[src/sv/cpar_pkg.sv]
`timescale 1ns / 1ps

package cpar_pkg;

    localparam int DATA_W     = 8;
    localparam int PERIOD_W   = 16;
    localparam int APB_DATA_W = 32;
    localparam int APB_ADDR_W = 3;

    localparam logic [PERIOD_W-1:0] RESEND_PERIOD_RST = 16'd1000;

    // register index, taken from paddr[2]
    localparam logic REG_RESEND_PERIOD = 1'b0;

    localparam logic [DATA_W-1:0] CH_START     = 8'h21;
    localparam logic [DATA_W-1:0] CH_BACKSPACE = 8'h08;
    localparam logic [DATA_W-1:0] CH_RETURN    = 8'h0D;

    localparam int ACK_LEN  = 4;
    localparam int REQ_LEN  = 5;
    // only the leading characters take part in any compare
    localparam int HEAD_LEN = 5;

    localparam logic [0:ACK_LEN-1][DATA_W-1:0] WORD_ACK = {8'h21, 8'h4F, 8'h4B, 8'h23};
    localparam logic [0:REQ_LEN-1][DATA_W-1:0] WORD_REQ = {8'h21, 8'h52, 8'h53, 8'h54, 8'h23};

    typedef enum logic [1:0] {
        ACT_NONE   = 2'd0,
        ACT_SEND   = 2'd1,
        ACT_RESEND = 2'd2,
        ACT_ACKED  = 2'd3
    } t_action;

    typedef enum logic [1:0] {
        CMD_NONE = 2'd0,
        CMD_REQ  = 2'd1,
        CMD_ACK  = 2'd2
    } t_cmd;

    typedef struct packed {
        logic              en;
        logic              op;
        logic [DATA_W-1:0] rx_byte;
    } t_step;

    typedef struct packed {
        t_action action;
        logic    awaiting_ack;
    } t_result;

endpackage

[src/sv/cpar_if.sv]
`timescale 1ns / 1ps

interface cpar_in_if;
    logic       valid;
    logic       ready;
    logic       op;
    logic [7:0] rx_byte;

    modport source (output valid, output op, output rx_byte, input ready);
    modport sink (input valid, input op, input rx_byte, output ready);
endinterface

interface cpar_out_if;
    logic       valid;
    logic       ready;
    logic [1:0] action;
    logic       awaiting_ack;

    modport source (output valid, output action, output awaiting_ack, input ready);
    modport sink (input valid, input action, input awaiting_ack, output ready);
endinterface

[src/sv/cpar_cfg.sv]
`timescale 1ns / 1ps

module cpar_cfg (
    input  logic                                i_clk,
    input  logic                                i_rst_n,
    input  logic                                psel,
    input  logic                                penable,
    input  logic                                pwrite,
    input  logic [cpar_pkg::APB_ADDR_W-1:0]     paddr,
    input  logic [cpar_pkg::APB_DATA_W-1:0]     pwdata,
    output logic [cpar_pkg::APB_DATA_W-1:0]     prdata,
    output logic                                pready,
    output logic [cpar_pkg::PERIOD_W-1:0]       o_period
);

    logic [cpar_pkg::PERIOD_W-1:0] r_period;
    logic                          reg_hit;
    logic                          wr_en;

    assign reg_hit = (paddr[2] == cpar_pkg::REG_RESEND_PERIOD);
    assign wr_en   = psel && penable && pwrite && reg_hit;
    assign pready  = 1'b1;
    assign o_period = r_period;

    always_comb begin
        prdata = '0;
        if (reg_hit) begin
            prdata = {{(cpar_pkg::APB_DATA_W - cpar_pkg::PERIOD_W){1'b0}}, r_period};
        end
    end

    always_ff @(posedge i_clk) begin
        if (!i_rst_n) begin
            r_period <= cpar_pkg::RESEND_PERIOD_RST;
        end else if (wr_en) begin
            r_period <= pwdata[cpar_pkg::PERIOD_W-1:0];
        end
    end

endmodule

[src/sv/cpar_line.sv]
`timescale 1ns / 1ps

module cpar_line #(
    parameter int LINE_CAPACITY = 32
) (
    input  logic            i_clk,
    input  logic            i_rst_n,
    input  cpar_pkg::t_step i_step,
    output cpar_pkg::t_cmd  o_cmd
);

    localparam int FW = $clog2(LINE_CAPACITY + 1);

    logic                        r_active;
    logic [FW-1:0]               r_fill;
    logic [cpar_pkg::DATA_W-1:0] r_head [cpar_pkg::HEAD_LEN];

    logic                        n_active;
    logic [FW-1:0]               n_fill;
    logic                        wr;
    logic [FW-1:0]               wr_pos;
    logic                        ack_match;
    logic                        req_match;
    logic [cpar_pkg::DATA_W-1:0] b;

    assign b = i_step.rx_byte;

    always_comb begin
        ack_match = 1'b1;
        for (int i = 0; i < cpar_pkg::ACK_LEN; i++) begin
            ack_match = ack_match && (r_head[i] == cpar_pkg::WORD_ACK[i]);
        end
        req_match = 1'b1;
        for (int i = 0; i < cpar_pkg::REQ_LEN; i++) begin
            req_match = req_match && (r_head[i] == cpar_pkg::WORD_REQ[i]);
        end
    end

    always_comb begin
        n_active = r_active;
        n_fill   = r_fill;
        wr       = 1'b0;
        wr_pos   = r_fill;
        o_cmd    = cpar_pkg::CMD_NONE;
        if (i_step.en && !i_step.op) begin
            if (!r_active) begin
                n_fill = '0;
                if (b == cpar_pkg::CH_START) begin
                    wr       = 1'b1;
                    wr_pos   = '0;
                    n_fill   = FW'(1);
                    n_active = 1'b1;
                end
            end else if (b == cpar_pkg::CH_START) begin
                wr     = 1'b1;
                wr_pos = '0;
                n_fill = FW'(1);
            end else if (b == cpar_pkg::CH_BACKSPACE) begin
                if (r_fill != '0) begin
                    n_fill = r_fill - FW'(1);
                end
                if (n_fill == '0) begin
                    n_active = 1'b0;
                end
            end else if (b == cpar_pkg::CH_RETURN) begin
                if (r_fill == FW'(cpar_pkg::ACK_LEN) && ack_match) begin
                    o_cmd = cpar_pkg::CMD_ACK;
                end else if (r_fill == FW'(cpar_pkg::REQ_LEN) && req_match) begin
                    o_cmd = cpar_pkg::CMD_REQ;
                end
                n_active = 1'b0;
            end else begin
                if (r_fill < FW'(LINE_CAPACITY)) begin
                    wr     = 1'b1;
                    n_fill = r_fill + FW'(1);
                end
                if (n_fill >= FW'(LINE_CAPACITY)) begin
                    n_active = 1'b0;
                end
            end
        end
    end

    always_ff @(posedge i_clk) begin
        if (!i_rst_n) begin
            r_active <= 1'b0;
            r_fill   <= '0;
        end else begin
            r_active <= n_active;
            r_fill   <= n_fill;
        end
    end

    always_ff @(posedge i_clk) begin
        for (int i = 0; i < cpar_pkg::HEAD_LEN; i++) begin
            if (wr && wr_pos == FW'(i)) begin
                r_head[i] <= b;
            end
        end
    end

endmodule

[src/sv/cpar_ack.sv]
`timescale 1ns / 1ps

module cpar_ack (
    input  logic                          i_clk,
    input  logic                          i_rst_n,
    input  cpar_pkg::t_step               i_step,
    input  cpar_pkg::t_cmd                i_cmd,
    input  logic [cpar_pkg::PERIOD_W-1:0] i_period,
    output cpar_pkg::t_result             o_res
);

    logic                          r_wait;
    logic [cpar_pkg::PERIOD_W-1:0] r_tick;
    logic                          n_wait;
    logic [cpar_pkg::PERIOD_W-1:0] n_tick;
    logic [cpar_pkg::PERIOD_W:0]   tick_inc;
    logic [cpar_pkg::PERIOD_W-1:0] period_eff;
    cpar_pkg::t_action             action;

    assign tick_inc   = {1'b0, r_tick} + {{cpar_pkg::PERIOD_W{1'b0}}, 1'b1};
    assign period_eff = (i_period == '0) ? {{(cpar_pkg::PERIOD_W-1){1'b0}}, 1'b1} : i_period;

    always_comb begin
        n_wait = r_wait;
        n_tick = r_tick;
        action = cpar_pkg::ACT_NONE;
        if (i_step.en) begin
            if (!i_step.op) begin
                if (i_cmd == cpar_pkg::CMD_REQ) begin
                    n_wait = 1'b1;
                    n_tick = '0;
                    action = cpar_pkg::ACT_SEND;
                end else if (i_cmd == cpar_pkg::CMD_ACK && r_wait) begin
                    n_wait = 1'b0;
                    n_tick = '0;
                    action = cpar_pkg::ACT_ACKED;
                end
            end else if (r_wait) begin
                if (tick_inc >= {1'b0, period_eff}) begin
                    n_tick = '0;
                    action = cpar_pkg::ACT_RESEND;
                end else begin
                    n_tick = tick_inc[cpar_pkg::PERIOD_W-1:0];
                end
            end
        end
    end

    assign o_res.action       = action;
    assign o_res.awaiting_ack = n_wait;

    always_ff @(posedge i_clk) begin
        if (!i_rst_n) begin
            r_wait <= 1'b0;
            r_tick <= '0;
        end else begin
            r_wait <= n_wait;
            r_tick <= n_tick;
        end
    end

endmodule

[src/sv/command_parser_with_ack_resend.sv]
`timescale 1ns / 1ps

// Command line parser with acknowledged, periodically resent response.
// i_in carries one item per handshake: op 0 is a received byte in rx_byte,
// op 1 is one timer tick. o_out returns exactly one item per input item:
// the action code (none, send, resend, acked) and the ack-wait flag after
// that step. The APB port holds resend_period at address 0.
// An accepted item is held in the input register, passes the single parse/timer
// step and lands in the output register. Throughput is one item per cycle while
// o_out is not stalled, set by the single step between the two registers.
// When o_out is stalled, the output register holds its item and the input
// register takes one more; i_in.ready drops only while both are full.
// Reset (synchronous, active low) empties both registers, drops any partial
// line, clears the ack wait and tick count, and sets resend_period to 1000.
// There is no clearing pass; the block accepts items right after reset.

module command_parser_with_ack_resend #(
    parameter int LINE_CAPACITY = 32
) (
    input  logic                            i_clk,
    input  logic                            i_rst_n,
    cpar_in_if.sink                         i_in,
    cpar_out_if.source                      o_out,
    input  logic                            psel,
    input  logic                            penable,
    input  logic                            pwrite,
    input  logic [cpar_pkg::APB_ADDR_W-1:0] paddr,
    input  logic [cpar_pkg::APB_DATA_W-1:0] pwdata,
    output logic [cpar_pkg::APB_DATA_W-1:0] prdata,
    output logic                            pready
);

    logic                          r_s1_valid;
    logic                          r_s1_op;
    logic [cpar_pkg::DATA_W-1:0]   r_s1_byte;
    logic                          r_out_valid;
    cpar_pkg::t_result             r_out;

    logic                          advance;
    logic                          in_take;
    cpar_pkg::t_step               step;
    cpar_pkg::t_cmd                cmd;
    cpar_pkg::t_result             res;
    logic [cpar_pkg::PERIOD_W-1:0] period;

    assign advance  = r_s1_valid && (!r_out_valid || o_out.ready);
    assign i_in.ready = !r_s1_valid || advance;
    assign in_take  = i_in.valid && i_in.ready;

    assign step.en      = advance;
    assign step.op      = r_s1_op;
    assign step.rx_byte = r_s1_byte;

    cpar_cfg u_cfg (
        .i_clk    (i_clk),
        .i_rst_n  (i_rst_n),
        .psel     (psel),
        .penable  (penable),
        .pwrite   (pwrite),
        .paddr    (paddr),
        .pwdata   (pwdata),
        .prdata   (prdata),
        .pready   (pready),
        .o_period (period)
    );

    cpar_line #(
        .LINE_CAPACITY (LINE_CAPACITY)
    ) u_line (
        .i_clk   (i_clk),
        .i_rst_n (i_rst_n),
        .i_step  (step),
        .o_cmd   (cmd)
    );

    cpar_ack u_ack (
        .i_clk    (i_clk),
        .i_rst_n  (i_rst_n),
        .i_step   (step),
        .i_cmd    (cmd),
        .i_period (period),
        .o_res    (res)
    );

    always_ff @(posedge i_clk) begin
        if (!i_rst_n) begin
            r_s1_valid  <= 1'b0;
            r_out_valid <= 1'b0;
        end else begin
            if (in_take) begin
                r_s1_valid <= 1'b1;
            end else if (advance) begin
                r_s1_valid <= 1'b0;
            end
            if (advance) begin
                r_out_valid <= 1'b1;
            end else if (o_out.ready) begin
                r_out_valid <= 1'b0;
            end
        end
    end

    always_ff @(posedge i_clk) begin
        if (in_take) begin
            r_s1_op   <= i_in.op;
            r_s1_byte <= i_in.rx_byte;
        end
        if (advance) begin
            r_out <= res;
        end
    end

    assign o_out.valid        = r_out_valid;
    assign o_out.action       = r_out.action;
    assign o_out.awaiting_ack = r_out.awaiting_ack;

`ifndef ASSERT_OFF
    a_reset_empty: assert property (@(posedge i_clk)
        !i_rst_n |=> !o_out.valid && !r_s1_valid)
        else $error("output valid after reset");

    a_send_waits: assert property (@(posedge i_clk) disable iff (!i_rst_n)
        o_out.valid && (o_out.action == cpar_pkg::ACT_SEND ||
                        o_out.action == cpar_pkg::ACT_RESEND) |-> o_out.awaiting_ack)
        else $error("send or resend without ack wait");

    a_acked_clears: assert property (@(posedge i_clk) disable iff (!i_rst_n)
        o_out.valid && o_out.action == cpar_pkg::ACT_ACKED |-> !o_out.awaiting_ack)
        else $error("ack wait still set after ack");

    a_resend_only_tick: assert property (@(posedge i_clk) disable iff (!i_rst_n)
        advance && res.action == cpar_pkg::ACT_RESEND |-> r_s1_op)
        else $error("resend from a byte item");

    a_no_loss: assert property (@(posedge i_clk) disable iff (!i_rst_n)
        r_out_valid && !o_out.ready |=> r_out_valid && $stable(r_out))
        else $error("stalled result lost");
`endif

endmodule
[src/flat_wrapper.sv]
// flat-port wrapper written by rule: the top's interface ports become plain ports
module command_parser_with_ack_resend_flat 
#(
    parameter int LINE_CAPACITY = 32
)
  (i_clk, i_rst_n, psel, penable, pwrite, paddr, pwdata, prdata, pready, i_in_valid, i_in_op, i_in_rx_byte, i_in_ready, o_out_valid, o_out_action, o_out_awaiting_ack, o_out_ready);
  cpar_in_if i_in_i ();
  cpar_out_if o_out_i ();
  input  logic i_clk;
  input  logic i_rst_n;
  input  logic psel;
  input  logic penable;
  input  logic pwrite;
  input  logic [cpar_pkg::APB_ADDR_W-1:0] paddr;
  input  logic [cpar_pkg::APB_DATA_W-1:0] pwdata;
  output logic [cpar_pkg::APB_DATA_W-1:0] prdata;
  output logic pready;
  input wire logic [$bits(i_in_i.valid)-1:0] i_in_valid;
  input wire logic [$bits(i_in_i.op)-1:0] i_in_op;
  input wire logic [$bits(i_in_i.rx_byte)-1:0] i_in_rx_byte;
  output wire logic [$bits(i_in_i.ready)-1:0] i_in_ready;
  output wire logic [$bits(o_out_i.valid)-1:0] o_out_valid;
  output wire logic [$bits(o_out_i.action)-1:0] o_out_action;
  output wire logic [$bits(o_out_i.awaiting_ack)-1:0] o_out_awaiting_ack;
  input wire logic [$bits(o_out_i.ready)-1:0] o_out_ready;
  assign i_in_i.valid = i_in_valid;
  assign i_in_i.op = i_in_op;
  assign i_in_i.rx_byte = i_in_rx_byte;
  assign i_in_ready = i_in_i.ready;
  assign o_out_valid = o_out_i.valid;
  assign o_out_action = o_out_i.action;
  assign o_out_awaiting_ack = o_out_i.awaiting_ack;
  assign o_out_i.ready = o_out_ready;
  command_parser_with_ack_resend #(.LINE_CAPACITY(LINE_CAPACITY)) u_core (.i_clk(i_clk), .i_rst_n(i_rst_n), .i_in(i_in_i), .o_out(o_out_i), .psel(psel), .penable(penable), .pwrite(pwrite), .paddr(paddr), .pwdata(pwdata), .prdata(prdata), .pready(pready));
endmodule
[config.mk]
export PLATFORM = sky130hd
export DESIGN_NAME = command_parser_with_ack_resend_flat
export DESIGN_NICKNAME = d
export VERILOG_FILES = /design/src/sv/cpar_pkg.sv /design/src/sv/cpar_if.sv /design/src/sv/cpar_cfg.sv /design/src/sv/cpar_line.sv /design/src/sv/cpar_ack.sv /design/src/sv/command_parser_with_ack_resend.sv /design/src/flat_wrapper.sv
export SDC_FILE = /design/constraint.sdc
export NUM_CORES = 1
export LEC_CHECK = 0
export BUFFER_PORTS_ARGS = -buffer_cell sky130_fd_sc_hd__buf_2
export CAP_MARGIN = 15
export CORE_MARGIN = 2
export CORE_UTILIZATION = 30
export CTS_CLUSTER_SIZE = 10
export DETAILED_ROUTE_END_ITERATION = 10
export PLACE_DENSITY = 0.54
export SLEW_MARGIN = 25
export SYNTH_ARGS = -nofsm -noshare
export SYNTH_HDL_FRONTEND = slang
export SYNTH_SLANG_ARGS = --single-unit
[constraint.sdc]
create_clock -name i_clk -period 3.1 [get_ports i_clk]
set_clock_uncertainty 0.1 [all_clocks]
set_input_delay 0.62 -clock i_clk [delete_from_list [all_inputs] [get_ports i_clk]]
set_output_delay 0.62 -clock i_clk [all_outputs]
set_load 0.1 [all_outputs]
==> impl_metrics.ini, run 1 <==
[placed_design]
hpwlAfterDp_mm = 9.18
portBuffers = 53
gp_congestion = 0.802
pre_cts_ws_ns = -0.237

[detailed_routing]
drc = 0
drt-total-wl_mm = 12.6
wl_per_cell_um = 15.3
first_pass_iters = 6
via_count = 4095
via_per_inst = 5.01
drtAntennaViolNets = 0
drt_iter0_drc = 291

[grt]
grt-ovfl-total = 0
grt_usage = 0.145
antenna_found_initial = 0
grt_pass1_vias = 3973
grt_pass1_wl_mm = 20.5
grt_max_degree = 27

[synthesis]
synthXorXnorAreaFrac = 0.0268
synth_top_family_by_area = simple AND/OR/NAND/NOR gates
synth-seq-area-share = 0.490
syn_avg_cell_area_um2 = 9.60
synthTopCellsByArea = edfxtp_1 (32%), dfxtp_1 (17%), ha_1 (5.4%)
ys_ff_latch = 94
synth_compound_area_frac = 0.134
synth_top_area_frac = 0.318
synthFlopType = edfxtp_1
synth_edf_count = 52
yosys.area_share.simple = 0.227
netlist.top_cell.by_area = edfxtp_1
async_flop_share = 0
synthAdderAreaFrac = 0.0535
ys_warn_count = 0
synth_cells = 511
synth_mux_area_frac = 0.00204
netlist_area_um2 = 4910
yosysUniqueCellTypes = 58

[sta]
max_freq_mhz = 329
fin_tns_setup_ns = 0
post-route-min-period_ns = 3.04
rsz0062_at_grt = yes
max_slew_margin = 0.427
setup_viol = 0
drv_slew = 0
fin_crit_sh = 0.980
timing.final.ws_setup_ns = 0.0622
hold_viol_final = 0
worst_slew_pin_slew_ns = 0.858

[critical_path]
cpMostUsedCell = buf_6
cp.arrival_ns = 3.22
critPathSlowestCell = or3_4
max_stage_delay_ns = 0.44
cp.required_ns = 3.28
crit_family = simple AND/OR/NAND/NOR gates
crit_path_cell_trace = ha_4 > nand3_4 > or3_4 > nor2_4 > xor2_2 > ha_1 > nand3_2 > nor3_2 > buf_4 > o311a_4 > nor3_4 > buf_6 > buf_6 > nand4_1 > a21oi_2
crit_type = flip-flop to flip-flop
startpoint_type = flip-flop
cp_max_fo = 7
critPathBufInv = 3
cp-end-kind = flip-flop

[floorplanning]
dieArea_um2 = 17400
die_w_um = 132
dieHeight_um = 132
initial_core_util = 0.308
boundaryPins = 89
fp.coreArea_um2 = 15900
rows = 46

[layout]
mostFrequentLayoutCell = nand2_1
finalNetCount = 669
regArea_um2 = 2410
syn_to_final_growth_pct = 23.8
multi_input_comb_area_um2 = 2400
drive_gt1_frac = 0.259
diodes = 0
mostFrequentLayoutCells = nand2_1 (56), buf_2 (54), edfxtp_1 (52)
fillers = 1595

[job]
drv_cap = 0

[clock_network]
path_clk_slew_ns = 0.07
cts_sinks = 94
cts_buffer_depth = 2
root_buffer = clkbuf_16
numCtsBuffers = 9
htree_levels = 3
clkLatencyLatePin_ns = 0.35
tritoncts = yes
cts_hold_buf = 0

[worst_hold_path]
hold_class = input port to flip-flop

[power]
peakVddDrop_v = 0.000255
cellPowerDensity_nw_per_um2 = 446
p_leak_uw = 0.00228
power.total_uw = 2710

[run_status]
status = complete, no violations
==> synth_stat cells, types with 14 or more instances <==
| cell | number |
|---|---|
| or3_1 | 14 |
| nand2_1 | 57 |
| ha_1 | 21 |
| nand4_1 | 20 |
| dfxtp_1 | 42 |
| inv_1 | 25 |
| edfxtp_1 | 52 |
| a21oi_1 | 37 |
| buf_4 | 17 |
| nand3_1 | 16 |
| clkbuf_1 | 19 |
| o21ai_0 | 15 |
| nor2_1 | 41 |
==> through the flow <==
stage	utilization	cell area, µm²	cells	hold slack, ns
2_1_floorplan	-	5000	526	0.345
3_3_place_gp	0.352	5620	798	0.362
3_5_place_dp	0.352	5620	798	0.371
4_1_cts	0.374	5970	816	0.328
5_1_grt	0.381	6080	818	0.327
6_report	0.381	6080	818	0.341
==> registers in the layout, indices dropped and copies added, names as in the netlist <==
| name | flops |
|---|---|
| u_core.o_out.action | 2 |
| u_core.o_out.awaiting_ack | 1 |
| u_core.o_out.valid | 1 |
| u_core.r_s1_byte | 8 |
| u_core.r_s1_op | 1 |
| u_core.r_s1_valid | 1 |
| u_core.u_ack.r_tick | 16 |
| u_core.u_ack.r_wait | 1 |
| u_core.u_cfg.o_period | 16 |
| u_core.u_line.r_active | 1 |
| u_core.u_line.r_fill | 6 |
| u_core.u_line.r_head | 40 |
==> final timing paths <==
path	from	to	slack (ns)	depth (start not counted)
max reg2reg	u_core.u_ack.r_tick[1]	u_core.u_ack.r_tick[7]	0.06	15
max	u_core.u_ack.r_tick[1]	u_core.u_ack.r_tick[7]	0.06	15
min reg2reg	u_core.u_cfg.o_period[10]	u_core.u_cfg.o_period[10]	0.38	2
min	i_in_rx_byte[2]	u_core.r_s1_byte[2]	0.34	1
==> where the power goes <==
part	total, µW	switching [µW]	internal (µW)
clock network	1090	528	563
logic	273	227	45.7
registers	1350	19.3	1330
==> routing by layer <==
| metal | vias up | routed length, µm | GRT usage |
|---|---|---|---|
| met4 | 0 | 213 | 0.0531 |
| met2 | 77 | 5760 | 0.224 |
| li1 | 2001 | - | - |
| met5 | - | 0 | 0 |
| met3 | 15 | 359 | 0.0261 |
| met1 | 2002 | 6230 | 0.204 |
==> cell type report <==
class,count,area share
clock buffer,9,0.0371
tap,216,0.0445
multi-input combinational,368,0.394
clock inverter,7,0.0103
sequential,94,0.397
timing repair buffer,99,0.101
inverter,25,0.0154
==> worst register-to-register path: stages, from the launching register on <==
cell and delay [ns]:
dfxtp_2 0.36, ha_4 0.14, nand3_4 0.07, or3_4 0.44, nor2_4 0.14, xor2_2 0.17
ha_1 0.28, nand3_2 0.10, nor3_2 0.05, buf_4 0.13, o311a_4 0.12, nor3_4 0.25
buf_6 0.18, buf_6 0.10, nand4_1 0.13, a21oi_2 0.18
==> what timing repair did <==
item / CTS / global route
setup buffers: 1 / 2
pin swaps: 4 / 14
gates resized for setup: 13 / 21
endpoints found under the setup margin: 16 / 17
cloned: 1 / 0
==> cell families (layout without fill, tap and decap cells) <==
group / count (synthesis) / count (layout)
AOI/OAI and AO/OA: 101 / 101
buffers and inverters: 64 / 140
DFF: 94 / 94
xor gates and xnor gates: 15 / 15
muxes: 1 / 1
other: 2 / 17
and+or+nand+nor: 213 / 213
adders and majority gates: 21 / 21
Note: power is estimated with default switching activity, not from simulation.
==> inputs of run 2 (changes only) <==
--- a/config.mk
+++ b/config.mk
@@ -8,10 +8,10 @@
 export BUFFER_PORTS_ARGS = -buffer_cell sky130_fd_sc_hd__buf_2
 export CAP_MARGIN = 15
 export CORE_MARGIN = 2
-export CORE_UTILIZATION = 30
+export CORE_UTILIZATION = 35
 export CTS_CLUSTER_SIZE = 10
 export DETAILED_ROUTE_END_ITERATION = 10
-export PLACE_DENSITY = 0.54
+export PLACE_DENSITY = 0.58
 export SLEW_MARGIN = 25
 export SYNTH_ARGS = -nofsm -noshare
 export SYNTH_HDL_FRONTEND = slang
==> constraint.sdc (replaced) <==
create_clock -name i_clk -period 3.3 [get_ports i_clk]
set_clock_uncertainty 0.1 [all_clocks]
set_input_delay 0.66 -clock i_clk [delete_from_list [all_inputs] [get_ports i_clk]]
set_output_delay 0.66 -clock i_clk [all_outputs]
set_load 0.1 [all_outputs]
==> impl_metrics.ini, run 2 (synthesis gave the netlist of run 1 again) <==
[grt]
grt_max_degree = 23
antenna_found_initial = 0
grt-ovfl-total = 0
grt_pass1_wl_mm = 18.5
grt_usage = 0.161
grt_pass1_vias = 3667

[placed_design]
hpwlAfterDp_mm = 8.48
gp_congestion = 0.859
pre_cts_ws_ns = 0.0246
portBuffers = 53
dpl.cell_count = 735

[sta]
hold_slack_ns = 0.373
hold_viol_final = 0
drv_slew = 0
worst_slew_pin_slew_ns = 0.700
post-route-min-period_ns = 3.16
timing.final.ws_setup_ns = 0.137
max_slew_margin = 0.533
fin_crit_sh = 0.958
setup_viol = 0
max_freq_mhz = 316

[detailed_routing]
met1Wirelength_mm = 5.48
first_pass_iters = 4
route.met3.wl_um = 355
via_per_inst = 5.25
drt_iter0_drc = 224
wl_per_cell_um = 15.5
met2_wirelength_mm = 5.59
top_layer = met4
drc = 0
drt-total-wl_mm = 11.7
via_count = 3962
drtAntennaViolNets = 0

[critical_path]
r2r-start = u_core.u_ack.r_tick[1]
reg2reg_slack_ns = 0.14
cp.arrival_ns = 3.33
startpoint_type = flip-flop
reg2reg_depth = 14
cp-end-kind = flip-flop
cp_max_fo = 11
r2r_end = u_core.u_ack.r_tick[6]
cp.required_ns = 3.47
crit_type = flip-flop to flip-flop

[power]
p_leak_uw = 0.00214
cellPowerDensity_nw_per_um2 = 439
peakVddDrop_v = 0.000278

[floorplanning]
initial_core_util = 0.356
die_w_um = 122
dieHeight_um = 122
rows = 43
dieArea_um2 = 15000
fp.coreArea_um2 = 13800
boundaryPins = 89

[layout]
final_cells = 754
largest_register_ffs = 40
mostFrequentLayoutCell = nand2_1
regMostFlops = u_core.u_line.r_head
finalNetCount = 641
drive_gt1_frac = 0.209
diodes = 0
syn_to_final_growth_pct = 17.9
mostFrequentLayoutCells = nand2_1 (57), buf_2 (53), edfxtp_1 (52)
final_util = 0.420

[worst_hold_path]
worstHoldEndpoint = u_core.u_cfg.o_period[13]
hold_class = flip-flop to flip-flop
min_path_cells = 2
hp-start = u_core.u_cfg.o_period[13]

[clock_network]
cts_sinks = 94
clkLatencyLatePin_ns = 0.35
htree_levels = 3
path_clk_slew_ns = 0.07
tritoncts = yes
numCtsBuffers = 9
root_buffer = clkbuf_16
cts_buffer_depth = 2

[run_status]
status = complete, no violations

[job]
drv_cap = 0
run 2: changes by cell type in the layout (fill, tap and decap cells not counted), sizes merged:
cell and delta:
buf -30, clkbuf +2, clkinvlp -1, inv +1
run 2: area by class of cell:
| class | instances | area, µm² |
|---|---|---|
| Tap cell | 180 | 225 |
| Fill cell | 1353 | 7990 |
| Clock inverter | 7 | 67.6 |
| Multi-Input combinational cell | 368 | 2330 |
| Clock buffer | 9 | 225 |
| Timing Repair Buffer | 71 | 435 |
| Sequential cell | 94 | 2410 |
| Inverter | 25 | 93.8 |
run 2: worst max-delay path: stages (launching register included):
cell and delay (ns):
dfxtp_1 0.35, ha_1 0.18, nand3_1 0.12, or3_4 0.38, nor2_1 0.14, xor2_1 0.23, ha_1 0.28, a21o_1 0.18
a21oi_2 0.15, o221ai_2 0.12, nor3_2 0.26, buf_4 0.17, clkbuf_16 0.15, nand4_1 0.09, a31oi_1 0.18
run 2: timing repair:
item                       CTS  global route
resized for setup            0            22
hold buffers                 0             0
buffers inserted             0             2
setup endpoints to repair    0            17
run 2: metrics by stage:
step / cell area [µm²] / setup TNS (ns) / total power, µW
floorplan: 4970 / 0 / 1500
global placement: 5360 / 0 / 1530
detailed placement: 5360 / 0 / 1540
CTS: 5650 / 0 / 2560
global route: 5780 / -0.0143 / 2640
finish: 5780 / 0 / 2540
run 2: layer usage:
metal	up-vias	GRT usage
met3	16	0.0330
li1	1951	-
met2	58	0.245
met1	1937	0.222
met5	-	0
met4	0	0.0690
run 2: power by group:
group / leakage (µW) / internal (µW) / switching, µW / total [µW]
registers: 0.000819 / 1250 / 19.3 / 1270
clock network: 0.000142 / 534 / 488 / 1020
logic: 0.00118 / 42.2 / 208 / 250
total: 0.00214 / 1820 / 716 / 2540
run 2: worst max-delay path by stage:
stage	cells past startpoint	from	endpoint	slack (ns)
2_1_floorplan	14	u_core.u_ack.r_tick[0]	u_core.u_ack.r_tick[15]	0.03
3_3_place_gp	13	u_core.u_ack.r_tick[0]	u_core.u_ack.r_tick[4]	0.09
3_5_place_dp	13	u_core.u_ack.r_tick[0]	u_core.u_ack.r_tick[4]	0.02
4_1_cts	13	u_core.u_ack.r_tick[0]	u_core.u_ack.r_tick[4]	0.003
5_1_grt	14	u_core.u_ack.r_tick[1]	u_core.u_ack.r_tick[6]	-0.01
6_report	14	u_core.u_ack.r_tick[1]	u_core.u_ack.r_tick[6]	0.14
==> inputs of run 3 (changes only) <==
--- a/config.mk
+++ b/config.mk
@@ -5,6 +5,7 @@
 export SDC_FILE = /design/constraint.sdc
 export NUM_CORES = 1
 export LEC_CHECK = 0
+export ABC_AREA = 1
 export BUFFER_PORTS_ARGS = -buffer_cell sky130_fd_sc_hd__buf_2
 export CAP_MARGIN = 15
 export CORE_MARGIN = 2
==> impl_metrics.ini, run 3 <==
[run_status]
status = complete, no violations

[layout]
syn_to_final_growth_pct = 12.4
finalNetCount = 787
drive_gt1_frac = 0.158
mostFrequentLayoutCells = nand2_1 (124), nor2_1 (82), inv_1 (81)
regMostFlops = u_core.u_line.r_head
diodes = 0
mostFrequentLayoutCell = nand2_1
largest_register_ffs = 40

[job]
drv_cap = 0

[clock_network]
cts_resized = 0
clkLatencyLatePin_ns = 0.35
tritoncts = yes
cts_sinks = 94
postCtsSetupBuffers = 0
numCtsBuffers = 9
htree_levels = 3
cts_buffer_depth = 2
cts_hold_buf = 0
root_buffer = clkbuf_16
path_clk_slew_ns = 0.07

[critical_path]
cp_max_fo = 6
critPathSlowestCell = dfxtp_1
crit_path_cell_trace = ha_1 > inv_1 > nor2_2 > nand2_1 > xnor2_1 > ha_1 > a21oi_1 > o21a_1 > nand2_1 > nand2_1 > nand2_1 > nand2_1 > nand2_1 > nand3_1 > nand2_1
reg2reg_slack_ns = 0.45
startpoint_type = flip-flop
max_stage_delay_ns = 0.37
cp-end-kind = flip-flop
cpMostUsedCell = nand2_1
cp.arrival_ns = 2.85
cp.required_ns = 3.31
crit_type = flip-flop to flip-flop

[sta]
drv_slew = 0
setup_viol = 0
post-route-min-period_ns = 2.85
fin_tns_setup_ns = 0
max_freq_mhz = 351
max_slew_margin = 0.550
rsz0062_at_grt = no
fin_crit_sh = 0.862
worst_slew_pin_slew_ns = 0.672
hold_viol_final = 0
hold_slack_ns = 0.375

[synthesis]
yosysMostFrequentCell = nand2_1
netlist_top_cells_count = nand2_1 (124), nor2_1 (82), inv_1 (81), edfxtp_1 (52), dfxtp_1 (42)
syn_avg_cell_area_um2 = 8.02
synthTopCellsByArea = edfxtp_1 (29%), dfxtp_1 (16%), nand2_1 (8.7%)
synthFlopType = edfxtp_1
synth_cells = 667
synth-seq-area-share = 0.449
synthAdderAreaFrac = 0.0491
synth_edf_count = 52
synth_compound_area_frac = 0.0720
synthXorXnorAreaFrac = 0.0213
ys_warn_count = 0
async_flop_share = 0
netlist_area_um2 = 5350
ys_ff_latch = 94
yosysUniqueCellTypes = 45
synth_top_family_by_area = simple AND/OR/NAND/NOR gates
synth_mux_area_frac = 0
synth_top_area_frac = 0.292
netlist.top_cell.by_area = edfxtp_1
yosys.area_share.simple = 0.292

[floorplanning]
die_w_um = 128
fp.coreArea_um2 = 15100
dieArea_um2 = 16300
boundaryPins = 89
initial_core_util = 0.355
dieHeight_um = 128
rows = 45

[placed_design]
gp_congestion = 0.848
hpwlAfterDp_mm = 9.06
portBuffers = 53

[power]
peakVddDrop_v = 0.000267
p_leak_uw = 0.00257
cellPowerDensity_nw_per_um2 = 431

[detailed_routing]
first_pass_iters = 5
via_per_inst = 4.75
drt-total-wl_mm = 12.2
drtAntennaViolNets = 0
via_count = 4311
drc = 0
drt_iter0_drc = 295
wl_per_cell_um = 13.5

[grt]
antenna_found_initial = 0
grt_pass1_wl_mm = 19.8
grt_usage = 0.156
grt_pass1_vias = 3874
grt-ovfl-total = 0
grt_max_degree = 24

[worst_hold_path]
hold_class = input port to flip-flop
[run 3: report_power, final]
part | internal [µW] | switching, µW
Sequential | 1250 | 18.6
Combinational | 44.9 | 231
Clock | 534 | 509
Total | 1830 | 759
[run 3: worst max-delay path: cells and delay by family (launching register included)]
| kind | cells | cell delay (ns) |
|---|---|---|
| AND/OR/NAND/NOR | 9 | 0.92 |
| adder cells (fa/ha/maj) | 2 | 0.55 |
| flip-flops | 1 | 0.37 |
| XOR/XNOR | 1 | 0.31 |
| AO/OA/AOI/OAI | 2 | 0.26 |
| buffers and inverters | 1 | 0.09 |
[run 3: path summary, 6_finish.rpt]
path                          start                      to  depth (start not counted)
max          u_core.u_ack.r_tick[0]  u_core.o_out.action[1]                         15
min                 i_in_rx_byte[6]     u_core.r_s1_byte[6]                          1
max reg2reg  u_core.u_ack.r_tick[0]  u_core.o_out.action[1]                         15
min reg2reg      u_core.o_out.valid      u_core.o_out.valid                          2
[run 3: cells by family after synthesis]
family                     Yosys count
DFF                                 94
and+or+nand+nor                    332
buffers and inverters              136
adders and majority gates           21
xor gates and xnor gates            13
AOI/OAI and AO/OA                   69
other                                2
[run 3: stage by stage]
stage	instance area (µm²)	utilization	cells	total power, µW	setup slack [ns]
after floorplan	5410	-	682	1530	0.232
after global placement	5710	0.378	892	1570	0.475
after detailed placement	5720	0.379	892	1570	0.482
after CTS	6010	0.398	908	2620	0.440
after global routing	6010	0.398	908	2680	0.217
final	6010	0.398	908	2590	0.454
[run 3: cell type report]
| type | count | area [µm²] |
|---|---|---|
| multi-input combinational | 452 | 2390 |
| sequential | 94 | 2400 |
| fill | 1538 | 9080 |
| timing repair buffer | 60 | 318 |
| clock inverter | 7 | 71.3 |
| inverter | 98 | 369 |
| clock buffer | 9 | 225 |
| tap | 188 | 235 |
[run 3: routing by layer]
layer,GRT usage,wire [µm]
met4,0.0724,304
met5,0,0
met3,0.0247,435
met1,0.224,6130
met2,0.232,5360
